===== src/hdl/sacl_pkg.sv =====
// ----------------------------------------------------------------------------
// sacl_pkg
// Shared types and codes of the set-associative LRU cache model.
// ----------------------------------------------------------------------------
package sacl_pkg;

    localparam int ADDR_W     = 32;
    localparam int TAG_W      = 32;
    localparam int STAMP_W    = 32;
    localparam int CNT_W      = 32;
    localparam int CMD_W      = 2;
    localparam int CFG_IDX_W  = 2;
    localparam int CFG_DATA_W = 5;

    // access kinds
    localparam logic [CMD_W-1:0] CMD_MODIFY = 2'd2;
    localparam logic [CMD_W-1:0] CMD_FETCH  = 2'd3;

    // configuration register indexes
    localparam logic [CFG_IDX_W-1:0] CFG_SET_BITS   = 2'd0;
    localparam logic [CFG_IDX_W-1:0] CFG_BLOCK_BITS = 2'd1;
    localparam logic [CFG_IDX_W-1:0] CFG_WAYS_USED  = 2'd2;

    typedef struct packed {
        logic               valid;
        logic [TAG_W-1:0]   tag;
        logic [STAMP_W-1:0] stamp;
    } line_t;

    // controller -> datapath
    typedef struct packed {
        logic capture;
        logic look;
        logic update;
        logic second;
        logic publish;
    } ctl_t;

    // datapath -> controller
    typedef struct packed {
        logic is_fetch;
        logic is_modify;
        logic out_free;
    } sts_t;

endpackage


===== src/hdl/sacl_ctrl.sv =====
// ----------------------------------------------------------------------------
// sacl_ctrl
// Sequencer: accept, look up the set, update the row (not for a fetch),
// second touch for a modify, then hand the result to the output register.
// ----------------------------------------------------------------------------
module sacl_ctrl
    import sacl_pkg::*;
(
    input  logic clk,
    input  logic rst_n,
    input  logic in_valid,
    output logic in_ready,
    input  sts_t sts,
    output ctl_t ctl
);

    localparam logic [2:0] ST_IDLE   = 3'd0;
    localparam logic [2:0] ST_LOOK   = 3'd1;
    localparam logic [2:0] ST_UPDATE = 3'd2;
    localparam logic [2:0] ST_SECOND = 3'd3;
    localparam logic [2:0] ST_DONE   = 3'd4;

    logic [2:0] state_reg;
    logic [2:0] state_next;

    always_comb
    begin
        state_next = state_reg;
        ctl        = '0;
        in_ready   = 1'b0;
        case (state_reg)
            ST_IDLE:
            begin
                in_ready = 1'b1;
                if (in_valid)
                begin
                    ctl.capture = 1'b1;
                    state_next  = ST_LOOK;
                end
            end
            ST_LOOK:
            begin
                ctl.look   = 1'b1;
                state_next = sts.is_fetch ? ST_DONE : ST_UPDATE;
            end
            ST_UPDATE:
            begin
                ctl.update = 1'b1;
                state_next = sts.is_modify ? ST_SECOND : ST_DONE;
            end
            ST_SECOND:
            begin
                ctl.second = 1'b1;
                state_next = ST_DONE;
            end
            ST_DONE:
            begin
                if (sts.out_free)
                begin
                    ctl.publish = 1'b1;
                    state_next  = ST_IDLE;
                end
            end
            default:
            begin
                state_next = ST_IDLE;
            end
        endcase
    end

    always_ff @(posedge clk or negedge rst_n)
    begin
        if (!rst_n)
        begin
            state_reg <= ST_IDLE;
        end
        else
        begin
            state_reg <= state_next;
        end
    end

endmodule


===== config.mk =====
export PLATFORM = sky130hd
export DESIGN_NAME = sacl_ctrl
export DESIGN_NICKNAME = d
export VERILOG_FILES = /design/src/hdl/sacl_pkg.sv /design/src/hdl/sacl_ctrl.sv
export SDC_FILE = /design/constraint.sdc
export NUM_CORES = 1
export LEC_CHECK = 0
export BUFFER_PORTS_ARGS = -buffer_cell sky130_fd_sc_hd__buf_2
export CORE_AREA = 2 2 39 41
export CTS_BUF_LIST = sky130_fd_sc_hd__clkbuf_4
export DETAILED_ROUTE_END_ITERATION = 8
export DIE_AREA = 0 0 41 43
export SYNTH_ARGS = -nofsm -noshare
export SYNTH_HDL_FRONTEND = slang
export SYNTH_SLANG_ARGS = --single-unit

===== constraint.sdc =====
create_clock -name clk -period 2.2 [get_ports clk]
set_input_delay 0.44 -clock clk [delete_from_list [all_inputs] [get_ports clk]]
set_output_delay 0.44 -clock clk [all_outputs]
set_load 0.01 [all_outputs]

==> impl_results.rst <==
.. list-table::
   :header-rows: 1

   * - Metric
     - Value
   * - Flops & latches, synth
     - 3
   * - # DRC
     - 0
   * - Gr usage total
     - under 10%
   * - Relative slew margins
     - a little over four fifths
   * - Initial standard-cell utilization of the core
     - 15.0%
   * - Number of buffers created by CTS
     - 3
   * - Arrival time worst endpoint
     - 1170 ps
   * - Estimated wirelength of the detail-placed design
     - 362 um
   * - Share of the synthesized area in the top cell type
     - 36.1%
   * - Type of origin of the critical path
     - register
   * - Cell area after synthesis
     - slightly above 200 um2
   * - Crit share post-route
     - 73.1%
   * - Endpoints failing setup
     - 0
   * - Fraction of layout instances using a drive strength above 1
     - 50.0%
   * - Minimum clock period after layout
     - ~1600 ps
   * - Flip-flop count of the largest register, all copies and words added
     - 3
   * - Aggregate negative setup slack
     - 0 ps
   * - Die W
     - 41 um
   * - Num Clock Sinks
     - 3
   * - Drt via density
     - 3.83
   * - Post-synthesis area per instance
     - ~9.9 um2
   * - Post-synthesis instance total
     - 21
   * - Initial antenna violation count
     - 0
   * - Library cell occupying the most area in the post-synthesis netlist
     - sky130_fd_sc_hd__dfrtp_1
   * - Final core utilization
     - 22.5%
   * - Deepest clock path buffer count
     - 2
   * - Worst-Margin Slew
     - 251 ps
   * - Final worst clock skew
     - roughly 1.2 ps
   * - Unrepaired setup endpoints after global routing
     - no
   * - Result of the run
     - complete, no violations
   * - Standard cell core area
     - ~1400 um2
   * - Global placement routability congestion
     - ~0.67
   * - First-pass GRT wire length
     - 759 um
   * - Count of fill cells added during filler insertion
     - 156
   * - Maximum Capacitance Violations
     - 0
   * - Syn_nets
     - 27
   * - First DRT Iteration DRCs
     - 0
   * - Total Wirelength
     - 468 um
   * - Max rail drop VDD
     - around 270 uV
   * - Clock latency of the later-clocked register in the worst-skew pair
     - roughly 230 ps
   * - IO Count
     - 12
   * - Largest fanout on the critical path
     - 8
   * - Overflow left after global routing
     - 0
   * - Die outline height
     - around 43 um
   * - CTS tree
     - done
   * - Highest Clock Rate
     - 622 MHz
   * - Die footprint
     - approximately 1800 um2
   * - Number of nets with antenna violations after detailed routing
     - 0
   * - Distinct cell type count of the synthesized netlist
     - 15
   * - Clock Root Buffer
     - sky130_fd_sc_hd__clkbuf_4
   * - Critical path type
     - register to output pin
   * - Worst-path clk slew
     - 40 ps
   * - Finished Cell Area
     - 312 um2
   * - Data required time of the worst path
     - between 1500 and 2000 ps
   * - Count of nets after finishing
     - 43
   * - Dominant synthesized flop cell
     - sky130_fd_sc_hd__dfrtp_1
   * - Maximum number of pins on one net before global-route repair
     - 11
   * - H-tree level count
     - 1
   * - DR pass1 iterations
     - 1
   * - Fraction of the yosys area taken by sequential cells
     - 36.1%
   * - Most instantiated cells after synthesis
     - 3 x sky130_fd_sc_hd__dfrtp_1, 3 x sky130_fd_sc_hd__nor3_1, 2 x sky130_fd_sc_hd__nand3b_1, 2 x sky130_fd_sc_hd__nor2_1
   * - Vias
     - around 200
   * - Area growth, synth to finish
     - 50.0%
   * - Power per standard cell area
     - 1190 nW/um2
   * - Count of final hold-check violations
     - 0
   * - Leakage
     - 0.153 nW
   * - Final Max Tran Viols
     - 0
   * - Top post-synthesis cells by area
     - sky130_fd_sc_hd__dfrtp_1 36%, sky130_fd_sc_hd__nor3_1 7.2%, sky130_fd_sc_hd__nand3b_1 7.2%, sky130_fd_sc_hd__and4bb_2 6.0%, sky130_fd_sc_hd__o211ai_2 6.0%
   * - CP Capture Type
     - output pin
   * - Quantity of I/O buffers inserted on ports
     - 11
   * - Number of enable flip-flop cells after synthesis
     - 0
   * - Per-cell routed wire length
     - 9.00 um
   * - Via count of the first global-routing pass
     - 194
   * - Number of rows created at floorplan
     - 14
   * - Synth warn
     - 0
   * - Standard cell area after detailed placement
     - 272 um2
   * - Worst min-delay path category
     - primary input to register
   * - Ant diodes
     - 0
   * - Share of async-settable or async-resettable flops after synthesis
     - 100%
[per-stage QoR]
stage                     setup WS (ps)  cells  hold slack (ps)  total power [mW]
after floorplan                     757     21              144             0.223
after global placement              843     47              239             0.264
after detailed placement            822     47              239             0.269
after CTS                           567     52              497             0.381
after global routing                472     52              500             0.406
final                               593     52              497             0.372
[area by class of cell]
class | instances | area, um2 | share of cell area [%]
clock buffers | 4 | 30.0 | 9.64
repair buffers | 12 | 65.1 | 20.9
well taps | 16 | 20.0 | 6.43
inverters | 1 | 3.75 | 1.20
multi-input cells | 16 | 118 | 37.8
flip-flops and latches | 3 | 75.1 | 24.1
[path summary, 6_finish.rpt]
path                         startpoint            to  slack, ps  depth (start not counted)
max                        state_reg[1]        ctl[4]        590                          3
min                              sts[2]  state_reg[2]        500                          3
max reg2reg                state_reg[1]  state_reg[2]       1030                          2
max in group asynchronous         rst_n  state_reg[1]       1560                          2
min in group asynchronous         rst_n  state_reg[2]        530                          2
min reg2reg                state_reg[2]  state_reg[1]        560                          1
[cell families (layout without fill, tap and decap cells)]
group,Yosys count,in the layout,synth area share [%]
mux,1,1,4.82
flops,3,3,36.1
compound gates,2,2,8.43
buf+inv,2,17,7.23
simple gates,13,13,43.4
[layout by cell type, fill, tap and decap left out]
| master | netlist | layout |
|---|---|---|
| sky130_fd_sc_hd__a21oi_1 | 1 | 1 |
| sky130_fd_sc_hd__or4b_1 | 1 | 1 |
| sky130_fd_sc_hd__dfrtp_1 | 3 | 3 |
| sky130_fd_sc_hd__nand2b_1 | 1 | 1 |
| sky130_fd_sc_hd__dlygate4sd3_1 | 0 | 1 |
| sky130_fd_sc_hd__clkbuf_4 | 0 | 4 |
| sky130_fd_sc_hd__mux2i_1 | 1 | 1 |
| sky130_fd_sc_hd__o211ai_2 | 1 | 1 |
| sky130_fd_sc_hd__and4bb_2 | 1 | 1 |
| sky130_fd_sc_hd__buf_2 | 0 | 11 |
| sky130_fd_sc_hd__nand3b_1 | 2 | 2 |
| sky130_fd_sc_hd__or3b_1 | 1 | 1 |
| sky130_fd_sc_hd__inv_1 | 1 | 1 |
| sky130_fd_sc_hd__nor3_1 | 3 | 3 |
| sky130_fd_sc_hd__nor2_1 | 2 | 2 |
| sky130_fd_sc_hd__and2_1 | 1 | 1 |
| sky130_fd_sc_hd__and2b_2 | 1 | 1 |
[worst max-delay path, stage by stage, from the launching register on]
cell                      delay, ps
sky130_fd_sc_hd__dfrtp_1        450
sky130_fd_sc_hd__nor3_1         220
sky130_fd_sc_hd__and2_1         140
sky130_fd_sc_hd__buf_2          120
[power by group]
group,total [mW],switching [mW],internal (mW)
registers,0.118,0.0419,0.0759
logic,0.147,0.0669,0.0805
clock network,0.107,0.0265,0.0801
total,0.372,0.135,0.237
[layer usage]
| layer | track usage (%) | part of all wire [%] | vias to the layer above |
|---|---|---|---|
| met1 | 9.42 | 45 | 83 |
| met5 | 0 | 0 | - |
| met2 | 7.19 | 45 | 10 |
| met4 | 8.00 | 0 | 0 |
| met3 | 1.57 | 10 | 0 |
| li1 | - | - | 106 |
[what timing repair did]
action	CTS	global route
setup buffers	0	0
hold buffers	1	0
gates resized for setup	0	0
endpoints found under the setup margin	0	0
hold endpoints to repair	3	0
Power figures use the tool's default switching activity.
